[src/rtl/core/odo_pkg.sv]
package odo_pkg;

  localparam int FRAC_BITS     = 16;
  localparam int CORDIC_STEPS  = 24;
  localparam int CHECK_DIVISOR = 1000;

  localparam int CW    = 34;
  localparam int MW    = 64;
  localparam int DW    = 32;
  localparam int IN_W  = 192;
  localparam int OUT_W = 224;
  localparam int IDX_W = 3;
  localparam int AT_IW = 5;

  localparam logic signed [CW-1:0] CORDIC_GAIN = 34'sd652032874;
  localparam logic [MW-1:0]        RAD_TO_BAM  = 64'd2935890503282001226;

  localparam logic [IDX_W-1:0] REG_MODE  = 3'd0;
  localparam logic [IDX_W-1:0] REG_WBASE = 3'd1;
  localparam logic [IDX_W-1:0] REG_ORG_X = 3'd2;
  localparam logic [IDX_W-1:0] REG_ORG_Y = 3'd3;
  localparam logic [IDX_W-1:0] REG_ORG_H = 3'd4;

  typedef struct packed {
    logic          start;
    logic [MW-1:0] a;
    logic [MW-1:0] b;
  } mul_req_t;

  typedef struct packed {
    logic            busy;
    logic [2*MW-1:0] prod;
  } mul_rsp_t;

  typedef struct packed {
    logic          start;
    logic [MW-1:0] num;
    logic [DW-1:0] den;
  } div_req_t;

  typedef struct packed {
    logic          busy;
    logic [MW-1:0] quo;
  } div_rsp_t;

  typedef struct packed {
    logic        start;
    logic [31:0] ang;
  } cor_req_t;

  typedef struct packed {
    logic                 busy;
    logic signed [CW-1:0] cos_v;
    logic signed [CW-1:0] sin_v;
  } cor_rsp_t;

  function automatic logic [31:0] mag32(input logic signed [31:0] v);
    return v[31] ? 32'(-v) : 32'(v);
  endfunction

  function automatic logic [CW-1:0] mag_cw(input logic signed [CW-1:0] v);
    return v[CW-1] ? CW'(-v) : CW'(v);
  endfunction

  function automatic logic signed [31:0] sat_mag(input logic neg, input logic [MW-1:0] m);
    logic signed [31:0] r;
    if (!neg) begin
      r = (m > 64'h7FFF_FFFF) ? 32'sh7FFF_FFFF : $signed(m[31:0]);
    end else begin
      r = (m > 64'h8000_0000) ? 32'sh8000_0000 : $signed(32'd0 - m[31:0]);
    end
    return r;
  endfunction

  function automatic logic signed [31:0] sat_sum(input logic signed [MW-1:0] s);
    logic signed [31:0] r;
    if (s > 64'sd2147483647) begin
      r = 32'sh7FFF_FFFF;
    end else if (s < -64'sd2147483648) begin
      r = 32'sh8000_0000;
    end else begin
      r = s[31:0];
    end
    return r;
  endfunction

  function automatic logic [31:0] atan_bam(input logic [AT_IW-1:0] i);
    logic [31:0] r;
    unique case (i)
      5'd0:  r = 32'h20000000;
      5'd1:  r = 32'h12E4051E;
      5'd2:  r = 32'h09FB385B;
      5'd3:  r = 32'h051111D4;
      5'd4:  r = 32'h028B0D43;
      5'd5:  r = 32'h0145D7E1;
      5'd6:  r = 32'h00A2F61E;
      5'd7:  r = 32'h00517C55;
      5'd8:  r = 32'h0028BE53;
      5'd9:  r = 32'h00145F2F;
      5'd10: r = 32'h000A2F98;
      5'd11: r = 32'h000517CC;
      5'd12: r = 32'h00028BE6;
      5'd13: r = 32'h000145F3;
      5'd14: r = 32'h0000A2FA;
      5'd15: r = 32'h0000517D;
      5'd16: r = 32'h000028BE;
      5'd17: r = 32'h0000145F;
      5'd18: r = 32'h00000A30;
      5'd19: r = 32'h00000518;
      5'd20: r = 32'h0000028C;
      5'd21: r = 32'h00000146;
      5'd22: r = 32'h000000A3;
      5'd23: r = 32'h00000051;
      5'd24: r = 32'h00000029;
      5'd25: r = 32'h00000014;
      5'd26: r = 32'h0000000A;
      5'd27: r = 32'h00000005;
      5'd28: r = 32'h00000003;
      5'd29: r = 32'h00000001;
      5'd30: r = 32'h00000001;
      5'd31: r = 32'h00000000;
    endcase
    return r;
  endfunction

endpackage

[src/rtl/core/odo_mul.sv]
module odo_mul (
  input  logic              clk,
  input  logic              rst_n,
  input  odo_pkg::mul_req_t req,
  output odo_pkg::mul_rsp_t rsp
);
  import odo_pkg::*;

  localparam int CNT_W = $clog2(MW);

  logic [MW-1:0]    hi_r, hi_nxt, lo_r, lo_nxt, b_r, b_nxt;
  logic [CNT_W-1:0] cnt_r, cnt_nxt;
  logic             busy_r, busy_nxt;
  logic [MW:0]      acc;

  always_comb begin
    hi_nxt   = hi_r;
    lo_nxt   = lo_r;
    b_nxt    = b_r;
    cnt_nxt  = cnt_r;
    busy_nxt = busy_r;
    acc      = {1'b0, hi_r} + (lo_r[0] ? {1'b0, b_r} : '0);
    if (busy_r) begin
      hi_nxt  = acc[MW:1];
      lo_nxt  = {acc[0], lo_r[MW-1:1]};
      cnt_nxt = cnt_r + 1'b1;
      if (cnt_r == CNT_W'(MW - 1)) begin
        busy_nxt = 1'b0;
      end
    end else if (req.start) begin
      hi_nxt   = '0;
      lo_nxt   = req.a;
      b_nxt    = req.b;
      cnt_nxt  = '0;
      busy_nxt = 1'b1;
    end
  end

  always_ff @(posedge clk) begin
    if (!rst_n) begin
      busy_r <= 1'b0;
      cnt_r  <= '0;
    end else begin
      busy_r <= busy_nxt;
      cnt_r  <= cnt_nxt;
    end
  end

  always_ff @(posedge clk) begin
    hi_r <= hi_nxt;
    lo_r <= lo_nxt;
    b_r  <= b_nxt;
  end

  assign rsp.busy = busy_r;
  assign rsp.prod = {hi_r, lo_r};

endmodule

[src/rtl/core/odo_div.sv]
module odo_div (
  input  logic              clk,
  input  logic              rst_n,
  input  odo_pkg::div_req_t req,
  output odo_pkg::div_rsp_t rsp
);
  import odo_pkg::*;

  localparam int CNT_W = $clog2(MW);

  logic [MW-1:0]    q_r, q_nxt;
  logic [DW-1:0]    rem_r, rem_nxt, d_r, d_nxt;
  logic [CNT_W-1:0] cnt_r, cnt_nxt;
  logic             busy_r, busy_nxt;
  logic [DW:0]      trial;
  logic             ge;

  always_comb begin
    q_nxt    = q_r;
    rem_nxt  = rem_r;
    d_nxt    = d_r;
    cnt_nxt  = cnt_r;
    busy_nxt = busy_r;
    trial    = {rem_r, q_r[MW-1]};
    ge       = trial >= {1'b0, d_r};
    if (busy_r) begin
      rem_nxt = ge ? DW'(trial - {1'b0, d_r}) : trial[DW-1:0];
      q_nxt   = {q_r[MW-2:0], ge};
      cnt_nxt = cnt_r + 1'b1;
      if (cnt_r == CNT_W'(MW - 1)) begin
        busy_nxt = 1'b0;
      end
    end else if (req.start) begin
      q_nxt    = req.num;
      rem_nxt  = '0;
      d_nxt    = req.den;
      cnt_nxt  = '0;
      busy_nxt = 1'b1;
    end
  end

  always_ff @(posedge clk) begin
    if (!rst_n) begin
      busy_r <= 1'b0;
      cnt_r  <= '0;
    end else begin
      busy_r <= busy_nxt;
      cnt_r  <= cnt_nxt;
    end
  end

  always_ff @(posedge clk) begin
    q_r   <= q_nxt;
    rem_r <= rem_nxt;
    d_r   <= d_nxt;
  end

  assign rsp.busy = busy_r;
  assign rsp.quo  = q_r;

endmodule

[src/rtl/core/odo_cordic.sv]
module odo_cordic (
  input  logic              clk,
  input  logic              rst_n,
  input  odo_pkg::cor_req_t req,
  output odo_pkg::cor_rsp_t rsp
);
  import odo_pkg::*;

  localparam int CNT_W = $clog2(CORDIC_STEPS + 1);

  logic signed [CW-1:0] x_r, x_nxt, y_r, y_nxt, z_r, z_nxt;
  logic signed [CW-1:0] dx, dy, at;
  logic                 flip_r, flip_nxt;
  logic [CNT_W-1:0]     cnt_r, cnt_nxt;
  logic                 busy_r, busy_nxt;
  logic [31:0]          ang_p, ang_f;

  always_comb begin
    x_nxt    = x_r;
    y_nxt    = y_r;
    z_nxt    = z_r;
    flip_nxt = flip_r;
    cnt_nxt  = cnt_r;
    busy_nxt = busy_r;
    dx       = y_r >>> cnt_r;
    dy       = x_r >>> cnt_r;
    at       = $signed({2'b00, atan_bam(AT_IW'(cnt_r))});
    ang_p    = req.ang + 32'h4000_0000;
    ang_f    = ang_p[31] ? req.ang + 32'h8000_0000 : req.ang;
    if (busy_r) begin
      if (cnt_r != CNT_W'(CORDIC_STEPS)) begin
        if (!z_r[CW-1]) begin
          x_nxt = x_r - dx;
          y_nxt = y_r + dy;
          z_nxt = z_r - at;
        end else begin
          x_nxt = x_r + dx;
          y_nxt = y_r - dy;
          z_nxt = z_r + at;
        end
        cnt_nxt = cnt_r + 1'b1;
      end else begin
        if (flip_r) begin
          x_nxt = -x_r;
          y_nxt = -y_r;
        end
        busy_nxt = 1'b0;
      end
    end else if (req.start) begin
      flip_nxt = ang_p[31];
      x_nxt    = CORDIC_GAIN;
      y_nxt    = '0;
      z_nxt    = $signed({{(CW-32){ang_f[31]}}, ang_f});
      cnt_nxt  = '0;
      busy_nxt = 1'b1;
    end
  end

  always_ff @(posedge clk) begin
    if (!rst_n) begin
      busy_r <= 1'b0;
      cnt_r  <= '0;
    end else begin
      busy_r <= busy_nxt;
      cnt_r  <= cnt_nxt;
    end
  end

  always_ff @(posedge clk) begin
    x_r    <= x_nxt;
    y_r    <= y_nxt;
    z_r    <= z_nxt;
    flip_r <= flip_nxt;
  end

  assign rsp.busy  = busy_r;
  assign rsp.cos_v = x_r;
  assign rsp.sin_v = y_r;

endmodule

[src/rtl/core/wheel_odometry_integrator_core.sv]
// Channel  Role    Handshake              Payload
// in       sink    in_tvalid / in_tready  in_tdata 192b
// out      source  out_tvalid / out_tready out_tdata 224b, out_tuser 1b
// cfg      sink    cfg_we                 cfg_idx 3b, cfg_data 32b
// One request at a time. The bit-serial multiplier sets the request time: seven
// products in differential mode, nine in Ackermann mode, which also adds up to
// two divides; the CORDIC runs twice per request, three times in Ackermann mode.
// Reset is synchronous; pose loads from the origin registers on the first request.
// A finished result waits in the output register while the next request is taken.
module wheel_odometry_integrator_core (
  input  logic                       clk,
  input  logic                       rst_n,
  input  logic                       in_tvalid,
  output logic                       in_tready,
  // word_a, word_b, word_c, word_d, check_word, elapsed_time
  input  logic [odo_pkg::IN_W-1:0]   in_tdata,
  output logic                       out_tvalid,
  input  logic                       out_tready,
  // pos_x, pos_y, heading_out, vel_x, vel_y, yaw_rate_out, sample_count
  output logic [odo_pkg::OUT_W-1:0]  out_tdata,
  // frame_ok
  output logic                       out_tuser,
  input  logic                       cfg_we,
  input  logic [odo_pkg::IDX_W-1:0]  cfg_idx,
  input  logic [31:0]                cfg_data
);
  import odo_pkg::*;

  localparam logic [4:0] ST_IDLE   = 5'd0;
  localparam logic [4:0] ST_CMP    = 5'd1;
  localparam logic [4:0] ST_A_BAM  = 5'd2;
  localparam logic [4:0] ST_A_BAMW = 5'd3;
  localparam logic [4:0] ST_A_TRIG = 5'd4;
  localparam logic [4:0] ST_A_TAN  = 5'd5;
  localparam logic [4:0] ST_A_VT   = 5'd6;
  localparam logic [4:0] ST_A_VTW  = 5'd7;
  localparam logic [4:0] ST_A_OMG  = 5'd8;
  localparam logic [4:0] ST_VDT    = 5'd9;
  localparam logic [4:0] ST_VDTW   = 5'd10;
  localparam logic [4:0] ST_PX     = 5'd11;
  localparam logic [4:0] ST_PY     = 5'd12;
  localparam logic [4:0] ST_ODT    = 5'd13;
  localparam logic [4:0] ST_HD     = 5'd14;
  localparam logic [4:0] ST_HC     = 5'd15;
  localparam logic [4:0] ST_HCW    = 5'd16;
  localparam logic [4:0] ST_VX     = 5'd17;
  localparam logic [4:0] ST_VY     = 5'd18;
  localparam logic [4:0] ST_DONE   = 5'd19;

  logic [4:0]         state_r, state_nxt;
  logic               started_r, started_nxt;
  logic [31:0]        seq_r, seq_nxt;
  logic               mode_r, mode_nxt;
  logic [30:0]        wb_r, wb_nxt;
  logic signed [31:0] org_x_r, org_x_nxt, org_y_r, org_y_nxt;
  logic [31:0]        org_h_r, org_h_nxt;
  logic               out_valid_r, out_valid_nxt;
  logic [OUT_W-1:0]   out_data_r, out_data_nxt;
  logic               out_user_r, out_user_nxt;

  logic signed [31:0] pose_x_r, pose_x_nxt, pose_y_r, pose_y_nxt;
  logic [31:0]        heading_r, heading_nxt;
  logic signed [CW-1:0] ssum_r, ssum_nxt;
  logic signed [41:0] lo_r, lo_nxt;
  logic               ok_r, ok_nxt;
  logic signed [31:0] wc_r, wc_nxt;
  logic [31:0]        dt_r, dt_nxt;
  logic signed [31:0] v_r, v_nxt, omega_r, omega_nxt, yaw_r, yaw_nxt, tn_r, tn_nxt;
  logic signed [31:0] vx_r, vx_nxt, vy_r, vy_nxt;
  logic               sgn_r, sgn_nxt;
  logic [MW-1:0]      vdt_r, vdt_nxt;

  mul_req_t mul_req;
  mul_rsp_t mul_rsp;
  div_req_t div_req;
  div_rsp_t div_rsp;
  cor_req_t cor_req;
  cor_rsp_t cor_rsp;

  logic signed [31:0] in_a, in_b, in_c, in_d, in_chk;
  logic signed [CW-1:0] sum_w;
  logic signed [41:0] lo_w;
  logic [31:0]        bam_c, bam_h;
  logic [MW-1:0]      pm, vm;
  logic signed [MW-1:0] pd_x, pd_y;

  odo_mul    u_mul (.clk(clk), .rst_n(rst_n), .req(mul_req), .rsp(mul_rsp));
  odo_div    u_div (.clk(clk), .rst_n(rst_n), .req(div_req), .rsp(div_rsp));
  odo_cordic u_cor (.clk(clk), .rst_n(rst_n), .req(cor_req), .rsp(cor_rsp));

  assign in_a   = $signed(in_tdata[31:0]);
  assign in_b   = $signed(in_tdata[63:32]);
  assign in_c   = $signed(in_tdata[95:64]);
  assign in_d   = $signed(in_tdata[127:96]);
  assign in_chk = $signed(in_tdata[159:128]);
  assign sum_w  = CW'(in_a) + CW'(in_b) + CW'(in_c) + CW'(in_d);
  assign lo_w   = 42'(in_chk) * $signed(42'(CHECK_DIVISOR));

  assign bam_c = mul_rsp.prod[FRAC_BITS+32 +: 32];
  assign bam_h = mul_rsp.prod[2*FRAC_BITS+32 +: 32];
  assign pm    = mul_rsp.prod[FRAC_BITS+30 +: MW];
  assign vm    = mul_rsp.prod[30 +: MW];
  assign pd_x  = MW'(pose_x_r) + (sgn_r ? $signed(MW'(0) - pm) : $signed(pm));
  assign pd_y  = MW'(pose_y_r) + (sgn_r ? $signed(MW'(0) - pm) : $signed(pm));

  assign in_tready = (state_r == ST_IDLE);

  always_comb begin
    state_nxt     = state_r;
    started_nxt   = started_r;
    seq_nxt       = seq_r;
    mode_nxt      = mode_r;
    wb_nxt        = wb_r;
    org_x_nxt     = org_x_r;
    org_y_nxt     = org_y_r;
    org_h_nxt     = org_h_r;
    out_valid_nxt = out_valid_r && !out_tready;
    out_data_nxt  = out_data_r;
    out_user_nxt  = out_user_r;
    pose_x_nxt    = pose_x_r;
    pose_y_nxt    = pose_y_r;
    heading_nxt   = heading_r;
    ssum_nxt      = ssum_r;
    lo_nxt        = lo_r;
    ok_nxt        = ok_r;
    wc_nxt        = wc_r;
    dt_nxt        = dt_r;
    v_nxt         = v_r;
    omega_nxt     = omega_r;
    yaw_nxt       = yaw_r;
    tn_nxt        = tn_r;
    vx_nxt        = vx_r;
    vy_nxt        = vy_r;
    sgn_nxt       = sgn_r;
    vdt_nxt       = vdt_r;
    mul_req       = '0;
    div_req       = '0;
    cor_req       = '0;

    if (cfg_we) begin
      unique case (cfg_idx)
        REG_MODE:  mode_nxt  = cfg_data[0];
        REG_WBASE: wb_nxt    = cfg_data[30:0];
        REG_ORG_X: org_x_nxt = $signed(cfg_data);
        REG_ORG_Y: org_y_nxt = $signed(cfg_data);
        REG_ORG_H: org_h_nxt = cfg_data;
        default:   ;
      endcase
    end

    unique case (state_r)
      ST_IDLE: begin
        if (in_tvalid) begin
          wc_nxt    = in_c;
          dt_nxt    = in_tdata[191:160];
          ssum_nxt  = sum_w >>> FRAC_BITS;
          lo_nxt    = lo_w;
          v_nxt     = mode_r ? in_d : in_a;
          omega_nxt = in_b;
          yaw_nxt   = mode_r ? 32'sd0 : in_b;
          if (!started_r) begin
            pose_x_nxt  = org_x_r;
            pose_y_nxt  = org_y_r;
            heading_nxt = org_h_r;
            started_nxt = 1'b1;
          end
          state_nxt = ST_CMP;
        end
      end
      ST_CMP: begin
        ok_nxt    = (42'(ssum_r) >= lo_r) &&
                    (42'(ssum_r) < lo_r + $signed(42'(CHECK_DIVISOR)));
        state_nxt = mode_r ? ST_A_BAM : ST_VDT;
      end
      ST_A_BAM: begin
        mul_req.start = 1'b1;
        mul_req.a     = MW'(mag32(wc_r));
        mul_req.b     = RAD_TO_BAM;
        state_nxt     = ST_A_BAMW;
      end
      ST_A_BAMW: begin
        if (!mul_rsp.busy) begin
          cor_req.start = 1'b1;
          cor_req.ang   = wc_r[31] ? 32'd0 - bam_c : bam_c;
          state_nxt     = ST_A_TRIG;
        end
      end
      ST_A_TRIG: begin
        if (!cor_rsp.busy) begin
          if (cor_rsp.cos_v == '0) begin
            tn_nxt    = cor_rsp.sin_v[CW-1] ? 32'sh8000_0000 : 32'sh7FFF_FFFF;
            state_nxt = ST_A_VT;
          end else begin
            div_req.start = 1'b1;
            div_req.num   = MW'(mag_cw(cor_rsp.sin_v)) << FRAC_BITS;
            div_req.den   = DW'(mag_cw(cor_rsp.cos_v));
            sgn_nxt       = cor_rsp.sin_v[CW-1] ^ cor_rsp.cos_v[CW-1];
            state_nxt     = ST_A_TAN;
          end
        end
      end
      ST_A_TAN: begin
        if (!div_rsp.busy) begin
          tn_nxt    = sat_mag(sgn_r, div_rsp.quo);
          state_nxt = ST_A_VT;
        end
      end
      ST_A_VT: begin
        mul_req.start = 1'b1;
        mul_req.a     = MW'(mag32(v_r));
        mul_req.b     = MW'(mag32(tn_r));
        sgn_nxt       = v_r[31] ^ tn_r[31];
        state_nxt     = ST_A_VTW;
      end
      ST_A_VTW: begin
        if (!mul_rsp.busy) begin
          div_req.start = 1'b1;
          div_req.num   = mul_rsp.prod[MW-1:0];
          div_req.den   = (wb_r == '0) ? DW'(1) : {1'b0, wb_r};
          state_nxt     = ST_A_OMG;
        end
      end
      ST_A_OMG: begin
        if (!div_rsp.busy) begin
          omega_nxt = sat_mag(sgn_r, div_rsp.quo);
          state_nxt = ST_VDT;
        end
      end
      ST_VDT: begin
        mul_req.start = 1'b1;
        mul_req.a     = MW'(mag32(v_r));
        mul_req.b     = MW'(dt_r);
        cor_req.start = 1'b1;
        cor_req.ang   = heading_r;
        state_nxt     = ST_VDTW;
      end
      ST_VDTW: begin
        if (!mul_rsp.busy && !cor_rsp.busy) begin
          vdt_nxt       = mul_rsp.prod[MW-1:0];
          mul_req.start = 1'b1;
          mul_req.a     = mul_rsp.prod[MW-1:0];
          mul_req.b     = MW'(mag_cw(cor_rsp.cos_v));
          sgn_nxt       = v_r[31] ^ cor_rsp.cos_v[CW-1];
          state_nxt     = ST_PX;
        end
      end
      ST_PX: begin
        if (!mul_rsp.busy) begin
          pose_x_nxt    = sat_sum(pd_x);
          mul_req.start = 1'b1;
          mul_req.a     = vdt_r;
          mul_req.b     = MW'(mag_cw(cor_rsp.sin_v));
          sgn_nxt       = v_r[31] ^ cor_rsp.sin_v[CW-1];
          state_nxt     = ST_PY;
        end
      end
      ST_PY: begin
        if (!mul_rsp.busy) begin
          pose_y_nxt    = sat_sum(pd_y);
          mul_req.start = 1'b1;
          mul_req.a     = MW'(mag32(omega_r));
          mul_req.b     = MW'(dt_r);
          sgn_nxt       = omega_r[31];
          state_nxt     = ST_ODT;
        end
      end
      ST_ODT: begin
        if (!mul_rsp.busy) begin
          mul_req.start = 1'b1;
          mul_req.a     = mul_rsp.prod[MW-1:0];
          mul_req.b     = RAD_TO_BAM;
          state_nxt     = ST_HD;
        end
      end
      ST_HD: begin
        if (!mul_rsp.busy) begin
          heading_nxt = heading_r + (sgn_r ? 32'd0 - bam_h : bam_h);
          state_nxt   = ST_HC;
        end
      end
      ST_HC: begin
        cor_req.start = 1'b1;
        cor_req.ang   = heading_r;
        state_nxt     = ST_HCW;
      end
      ST_HCW: begin
        if (!cor_rsp.busy) begin
          mul_req.start = 1'b1;
          mul_req.a     = MW'(mag32(v_r));
          mul_req.b     = MW'(mag_cw(cor_rsp.cos_v));
          sgn_nxt       = v_r[31] ^ cor_rsp.cos_v[CW-1];
          state_nxt     = ST_VX;
        end
      end
      ST_VX: begin
        if (!mul_rsp.busy) begin
          vx_nxt        = sat_mag(sgn_r, vm);
          mul_req.start = 1'b1;
          mul_req.a     = MW'(mag32(v_r));
          mul_req.b     = MW'(mag_cw(cor_rsp.sin_v));
          sgn_nxt       = v_r[31] ^ cor_rsp.sin_v[CW-1];
          state_nxt     = ST_VY;
        end
      end
      ST_VY: begin
        if (!mul_rsp.busy) begin
          vy_nxt    = sat_mag(sgn_r, vm);
          state_nxt = ST_DONE;
        end
      end
      ST_DONE: begin
        if (!out_valid_r || out_tready) begin
          out_valid_nxt = 1'b1;
          out_data_nxt  = {seq_r, yaw_r, vy_r, vx_r, heading_r, pose_y_r, pose_x_r};
          out_user_nxt  = ok_r;
          seq_nxt       = seq_r + 32'd1;
          state_nxt     = ST_IDLE;
        end
      end
      default: state_nxt = ST_IDLE;
    endcase
  end

  always_ff @(posedge clk) begin
    if (!rst_n) begin
      state_r     <= ST_IDLE;
      started_r   <= 1'b0;
      seq_r       <= '0;
      mode_r      <= 1'b0;
      wb_r        <= 31'(2) << FRAC_BITS;
      org_x_r     <= '0;
      org_y_r     <= '0;
      org_h_r     <= '0;
      out_valid_r <= 1'b0;
    end else begin
      state_r     <= state_nxt;
      started_r   <= started_nxt;
      seq_r       <= seq_nxt;
      mode_r      <= mode_nxt;
      wb_r        <= wb_nxt;
      org_x_r     <= org_x_nxt;
      org_y_r     <= org_y_nxt;
      org_h_r     <= org_h_nxt;
      out_valid_r <= out_valid_nxt;
    end
  end

  always_ff @(posedge clk) begin
    out_data_r <= out_data_nxt;
    out_user_r <= out_user_nxt;
    pose_x_r   <= pose_x_nxt;
    pose_y_r   <= pose_y_nxt;
    heading_r  <= heading_nxt;
    ssum_r     <= ssum_nxt;
    lo_r       <= lo_nxt;
    ok_r       <= ok_nxt;
    wc_r       <= wc_nxt;
    dt_r       <= dt_nxt;
    v_r        <= v_nxt;
    omega_r    <= omega_nxt;
    yaw_r      <= yaw_nxt;
    tn_r       <= tn_nxt;
    vx_r       <= vx_nxt;
    vy_r       <= vy_nxt;
    sgn_r      <= sgn_nxt;
    vdt_r      <= vdt_nxt;
  end

  assign out_tvalid = out_valid_r;
  assign out_tdata  = out_data_r;
  assign out_tuser  = out_user_r;

endmodule

[config.mk]
export PLATFORM = sky130hd
export DESIGN_NAME = wheel_odometry_integrator_core
export DESIGN_NICKNAME = d
export VERILOG_FILES = /design/src/rtl/core/odo_pkg.sv /design/src/rtl/core/odo_mul.sv /design/src/rtl/core/odo_div.sv /design/src/rtl/core/odo_cordic.sv /design/src/rtl/core/wheel_odometry_integrator_core.sv
export SDC_FILE = /design/constraint.sdc
export NUM_CORES = 2
export LEC_CHECK = 0
export BUFFER_PORTS_ARGS = -buffer_cell sky130_fd_sc_hd__clkbuf_2
export CAP_MARGIN = 20
export CORE_ASPECT_RATIO = 1.75
export CORE_MARGIN = 8
export CORE_UTILIZATION = 50
export CTS_CLUSTER_SIZE = 12
export DETAILED_ROUTE_END_ITERATION = 10
export HOLD_SLACK_MARGIN = 0.06
export PLACE_DENSITY = 0.7
export SKIP_LAST_GASP = 1
export SYNTH_ARGS = -nofsm -noshare
export SYNTH_HDL_FRONTEND = slang
export SYNTH_HIERARCHICAL = 1
export SYNTH_SLANG_ARGS = --single-unit
export TNS_END_PERCENT = 1
[constraint.sdc]
create_clock -name clk -period 13.63 [get_ports clk]
set_clock_uncertainty 0.1 [all_clocks]
set_input_delay 0 -clock clk [delete_from_list [all_inputs] [get_ports clk]]
set_output_delay 0 -clock clk [all_outputs]
set_load 0.02 [all_outputs]
Word level (Yosys, flattened, before mapping)
Memories as Yosys holds them, arrays and structs flattened. A register that Yosys moved wholly into a read port is not among the register bits.
Cells that the tools add are included.
{"block": "word_totals", "reg_bits": 1310, "mem_bits_ro": 960, "in_bits": 232, "word_cells": 315, "memories": 1}
{"block": "op_classes", "add_sub_neg": 32, "multipliers": 1, "order_cmp": 11, "n_eq_ne": 49, "shifts": 2, "mux": 123, "bitwise": 7, "reduce_logical": 46}
{"memory": "(name not given)", "depth": 32, "width": 30, "read_ports": 1, "rd_ports_with_merged_regs": 1, "wr": 0, "line_no": "odo_pkg.sv:89", "source": "unique case (i)"}
{"op": "$pmux W129 S9", "count": 1}
{"op": "$mux W32", "count": 35}
{"op": "$mux W129", "count": 6}
{"op": "$mux W34", "count": 16}
{"op": "$mux W64", "count": 8}
{"op": "$pmux W32 S2", "count": 5}
{"op": "$mux W97", "count": 3}
{"op": "$gt A64 B32 Y1 const B", "count": 4}
{"op": "$pmux W97 S2", "count": 1}
{"op": "$add A32 B64 Y64", "count": 2}
{"op": "$gt A64 B31 Y1 const B", "count": 2}
{"op": "$lt A64 B32 Y1 const B", "count": 2}
{"op": "$neg A32 Y32", "count": 4}
{"op": "$sub A1 B32 Y32 const A", "count": 4}
{"op": "$mux W5", "count": 20}
{"op": "$pmux W5 S20", "count": 1}
{"op": "$add A34 B34 Y34", "count": 2}
{"op": "$neg A34 Y34", "count": 2}
{"op": "$sshr A34 B5 Y34", "count": 2}
{"op": "$sub A34 B34 Y34", "count": 2}
{"op": "$pmux W33 S2", "count": 1}
{"op": "$add A64 B65 Y65", "count": 1}
{"op": "$sub A1 B64 Y64 const A", "count": 1}
{"op": "$add A42 B11 Y42 const B", "count": 1}
{"op": "other kinds (53)", "count": 145}

Logic depth before layout (Yosys ltp)
{"block": "depth", "ltp_word": 8, "mapped_depth": 31}

By module
Netlist, hierarchy kept.
{"mod": "wheel_odometry_integrator_core", "instances": 1, "cells_per_inst": 6362, "area_each_um2": 61631.6, "seq_area_each_um2": 24363.4}
{"mod": "odo_cordic", "instances": 1, "cells_per_inst": 2270, "area_each_um2": 19164.6, "seq_area_each_um2": 3813.7}
{"mod": "odo_mul", "instances": 1, "cells_per_inst": 1033, "area_each_um2": 11766.3, "seq_area_each_um2": 5905.7}
{"mod": "odo_div", "instances": 1, "cells_per_inst": 611, "area_each_um2": 7362.1, "seq_area_each_um2": 3983.8}

Least setup slack after synthesis
No wires, ideal clock.
{"block": "synth_path", "kind": "register to register", "from": "register state_r[3]", "to": "register seq_r[29]", "setup_ps": 115, "arrival_ps": 12945, "setup_slack_ps": 471, "stages_incl_launch_ff": 14, "path_cell_list": "dfxtp_1 > clkbuf_1 > nor2_1 > nand3_1 > nor2_1 > and3_1 > nand4_1 > nor2_1 > and3_1 > clkbuf_1 > nor3b_1 > nand3_1 > xnor2_1 > and2_1"}
{"block": "synth_between", "elab_chain_cells": 2}
{"item": "start: declaration", "line_no": "wheel_odometry_integrator_core.sv:50", "source": "logic [4:0] state_r, state_nxt;"}
{"item": "start signal: assignment", "line_no": "wheel_odometry_integrator_core.sv:336", "source": "state_r <= state_nxt;"}
{"item": "$eq A5 B5 Y1", "line_no": "wheel_odometry_integrator_core.sv:151", "source": "unique case (state_r)"}
{"item": "$reduce_and A2 Y1 (no source line)"}
{"item": "end signal: assignment", "line_no": "wheel_odometry_integrator_core.sv:338", "source": "seq_r <= seq_nxt;"}
{"item": "end: declaration", "line_no": "wheel_odometry_integrator_core.sv:52", "source": "logic [31:0] seq_r, seq_nxt;"}
Every way passes these cells.
A chain may end at the register's enable or synchronous reset.

Final worst setup path
{"block": "layout_path", "from": "register u_mul.lo_r[53]", "to": "register pose_y_r[26], data pin"}
{"block": "layout_between", "elab_chain_cells": 8}
{"item": "start: declaration", "line_no": "odo_mul.sv:11", "source": "logic [MW-1:0] hi_r, hi_nxt, lo_r, lo_nxt, b_r, b_nxt;"}
{"item": "start signal: assignment", "line_no": "odo_mul.sv:51", "source": "lo_r <= lo_nxt;"}
{"item": "$sub A1 B64 Y64", "line_no": "wheel_odometry_integrator_core.sv:104", "source": "assign pd_y = MW'(pose_y_r) + (sgn_r ? $signed(MW'(0) - pm) : $signed(pm));"}
{"item": "$mux W64 *", "line_no": "wheel_odometry_integrator_core.sv:104"}
{"item": "$add A32 B64 Y64 *", "line_no": "wheel_odometry_integrator_core.sv:104"}
{"item": "$lt A64 B32 Y1", "line_no": "odo_pkg.sv:79", "source": "end else if (s < -64'sd2147483648) begin"}
{"item": "$mux W32", "line_no": "odo_pkg.sv:79"}
{"item": "$mux W32 *", "line_no": "odo_pkg.sv:77", "source": "if (s > 64'sd2147483647) begin"}
{"item": "$mux W32 *", "line_no": "wheel_odometry_integrator_core.sv:258", "source": "if (!mul_rsp.busy) begin"}
{"item": "$pmux W32 S2 *", "line_no": "wheel_odometry_integrator_core.sv:151"}
{"item": "named net pose_y_nxt[26]", "line_no": "wheel_odometry_integrator_core.sv:61", "source": "logic signed [31:0] pose_x_r, pose_x_nxt, pose_y_r, pose_y_nxt;"}
{"item": "end signal: assignment", "line_no": "wheel_odometry_integrator_core.sv:352", "source": "pose_y_r <= pose_y_nxt;"}
{"item": "end: declaration", "line_no": "wheel_odometry_integrator_core.sv:61"}
Mark *: on every way through the listed nets, which the timed path passes. The rest lies on a longest branch. The select of a mux whose other input is x is not followed.

==> run summary <==
Post-Syn Area: 99900 sq um
Synth Flop Type: edfxtp_1
Worst Setup SP: u_mul/lo_r[53]$_DFFE_PP_
Filler cells: 17147
CTS HTree Levels: 4
Initial Utilization: 0.501
post-cts sizing count: 0
fin cells: 13613
clk buf depth: 4
post-synth top area cell: edfxtp_1
GRT Residual Overflow: 0
Die ar.: 215000 sq um
DRT Wirelength: 398000 microns
Most common cell on crit path: o21ai_0
vias: 87781
LEAKAGE: 43.0 nW
port bufs: 458
setup TNS: 0 ns
Tightest Pin Transition: 1.32 ns
FF+latch area: 38100 sq um
Switch Pwr: 16.4 mW
FF-to-FF End: pose_y_r[26]$_DFFE_PP_
worst skew pair latency: 0.83 ns
delay-heaviest family, CP: simple AND/OR/NAND/NOR gates
height of the die: 607 microns
final net count: 11902
WP data arrival: 9.74 ns
final period demand of the worst path: 9.34 ns
most numerous cell in the Yosys netlist: nand2_1
Comb power frac: 0.647
Routed WL per cell: 29.2 microns
Row Count: 217
top cell type's share of synthesized area: 0.337
sequential power share: 0.234
Post-Synth XOR/XNOR Area: 0.0747
R2R Setup Slk: 4.29 ns
Post-synth EDFFs: 1123
R2R cell count: 20
critical path's largest stage delay: 0.74 ns
Worst-path clk slew: 0.07 ns
area of the multi-input gates: 58600 sq um
maximum clock frequency: 107 MHz
top cells by area in the synthesized netlist: edfxtp_1 (34%), ha_1 (7.6%), dfxtp_1 (4.3%), nand2_1 (4.2%), xnor2_1 (4.1%)
critical-path cell list: or4_1 > nand2b_1 > or4_4 > or3_1 > o21ai_0 > nand2_1 > xor2_1 > ha_1 > a21oi_1 > o21ai_0 > a31oi_1 > o21ai_0 > nor4_1 > o31ai_1 > xor2_1 > or4b_2 > nor4_1 > nand4_1 > nand2_2 > o22ai_1
Reg2Reg Launch Point: u_mul/lo_r[53]$_DFFE_PP_
post-synthesis register bit count: 1340
dpl hpwl: 301000 microns
via/cell ratio: 6.45
Final period util: 0.686
Core Region: 199000 sq um
Avg Inst Size Synth: 9.72 sq um
worst-path fanout max: 31
Seq/Total Area, Yosys: 0.381
main combinational cell family by area after synthesis: compound AO/OA/AOI/OAI gates
Final Setup Violations: 0
Max Cap Violations: 0
Clock power frac: 0.119
die span in x: 354 microns
Slowest-stage cell, CP: nor4_1
switching power share of the total: 0.512
PD cells: 284 nW/um^2
cts bufs inserted: 148
share of cells above drive strength 1: 0.117
Adder-Cell Fraction of Synth Area: 0.115
crit path kind: flip-flop to flip-flop
status: finished, final reports clean
critical path launch point type: flip-flop
critical path depth: 20
Synth Area in Compound Gates: 0.181
Critical path destination: pose_y_r[26]$_DFFE_PP_
top cells by count, synth: nand2_1 (1128), edfxtp_1 (1123), o21ai_0 (680), nor2_1 (631), a21oi_1 (630)
Async SR Flop Fraction: 0
RSZ-0062 raised after global routing: false
initial antenna violation count: 30
Hold Slack: 0.0781 ns
router iterations before antenna repair: 6
IO Pins: 459
mux contribution to synthesized area: 0.0549
final setup margin: 4.29 ns
post-synth cell types: 132
P_int: 15.6 mW
Total GRT Usage: 0.354
Yosys warning total: 6
Placer Congestion: 1.13
Crit. End Element: flip-flop
Area growth, synth to finish: 12.9%
Cells after Synth: 10276
Fin. Hold Viols: 0
required time at the worst-slack endpoint: 14.02 ns
Min-Delay Startpoint: in_tdata[153]
DRT iter0 DRCs: 8593
Min-Delay Path Class: input port to flip-flop
Rel. slew slack: 0.110
dpl ws: 4.45 ns
largest net degree at the start of global routing: 149
VDD IR max: 0.000214 V
Placed Cells: 12938
Synth Area in Simple Gates: 0.159
CTS tree: built
DRC viols: 0
post-route antenna net violation count: 0
CTS sink cnt: 1340
vias in the first global route: 88526
first-pass GRT wire length: 575000 microns
Slew Viols, Final: 0
Buf+Inv Stages, Crit Path: 0
clock root cell: clkbuf_16
-- logic make-up after synthesis --
logic type	count (synthesis)
AOI/OAI and AO/OA	2764
xor gates and xnor gates	850
adders and majority gates	799
buffers and inverters	860
DFF	1340
muxes	409
other	1
and+or+nand+nor	3253
-- layer usage --
metal	up-vias	routed length (microns)	GRT usage
li1	39232	-	-
met1	42507	126000	0.345
met2	4469	196000	0.620
met3	1555	28100	0.0651
met4	18	47400	0.340
met5	-	113	0
-- how the worst min path moves through the flow --
stage / to / depth (start not counted)
finish: lo_r[30]$_DFFE_PP_ / 5
global route: yaw_r[28]$_SDFFCE_PP0P_ / 3
CTS: yaw_r[28]$_SDFFCE_PP0P_ / 3
detailed placement: dt_r[6]$_DFFE_PP_ / 1
global placement: dt_r[22]$_DFFE_PP_ / 1
floorplan: dt_r[0]$_DFFE_PP_ / 0
-- cells in the final DEF, fill, tap and decap left out, types with 213 or more instances in the layout --
| master | count |
|---|---|
| nand2_1 | 1127 |
| mux2_2 | 221 |
| a21oi_1 | 629 |
| ha_1 | 604 |
| xor2_1 | 385 |
| inv_1 | 281 |
| nor2_1 | 623 |
| dlygate4sd3_1 | 405 |
| o21ai_0 | 677 |
| xnor2_1 | 461 |
| and2_1 | 213 |
| clkbuf_2 | 457 |
| edfxtp_1 | 1123 |
-- sequential cells by signal, summed over array words and instances, names as in the netlist, 34 cells and up --
name,cells
u_cor/x_r,34
u_cor/y_r,34
vdt_r,64
u_mul/lo_r,64
out_tdata,224
u_cor/z_r,34
u_mul/hi_r,64
lo_r,39
u_div/q_r,64
u_mul/b_r,64
-- power groups by stage --
stage | Sequential [mW] | Combinational, mW | Clock, mW
floorplan | 6.73 | 14.2 | 0
global placement | 7.43 | 19.6 | 0
detailed placement | 7.48 | 19.9 | 0
CTS | 7.40 | 20.1 | 3.85
global route | 7.57 | 22.2 | 3.99
finish | 7.48 | 20.7 | 3.81
-- repair_timing --
item	in CTS	in global routing
buffers inserted	0	0
hold buffers	405	0
hold endpoints to repair	363	0
-- worst min-delay path, cell delays in order --
cell	delay (ns)
clkbuf_2	0.21
ha_1	0.20
fa_1	0.17
ha_1	0.17
xor2_1	0.07
-- per-stage QoR --
step	area, sq um	utilization	power (mW)
finish	113000	0.566	32.0
detailed placement	104000	0.524	27.3
floorplan	100000	-	20.9
CTS	113000	0.566	31.4
global placement	104000	0.524	27.0
global route	113000	0.566	33.7
-- area by class of cell --
cell class              count  share of cell area
multi-input cells        8091               0.519
flip-flops and latches   1340               0.338
repair buffers            999              0.0658
clock buffers             209              0.0354
well taps                2628              0.0291
inverters                 292             0.00982
clock inverters            37             0.00262
diodes                     17            0.000377
Note: power is estimated with default switching activity, not from simulation.
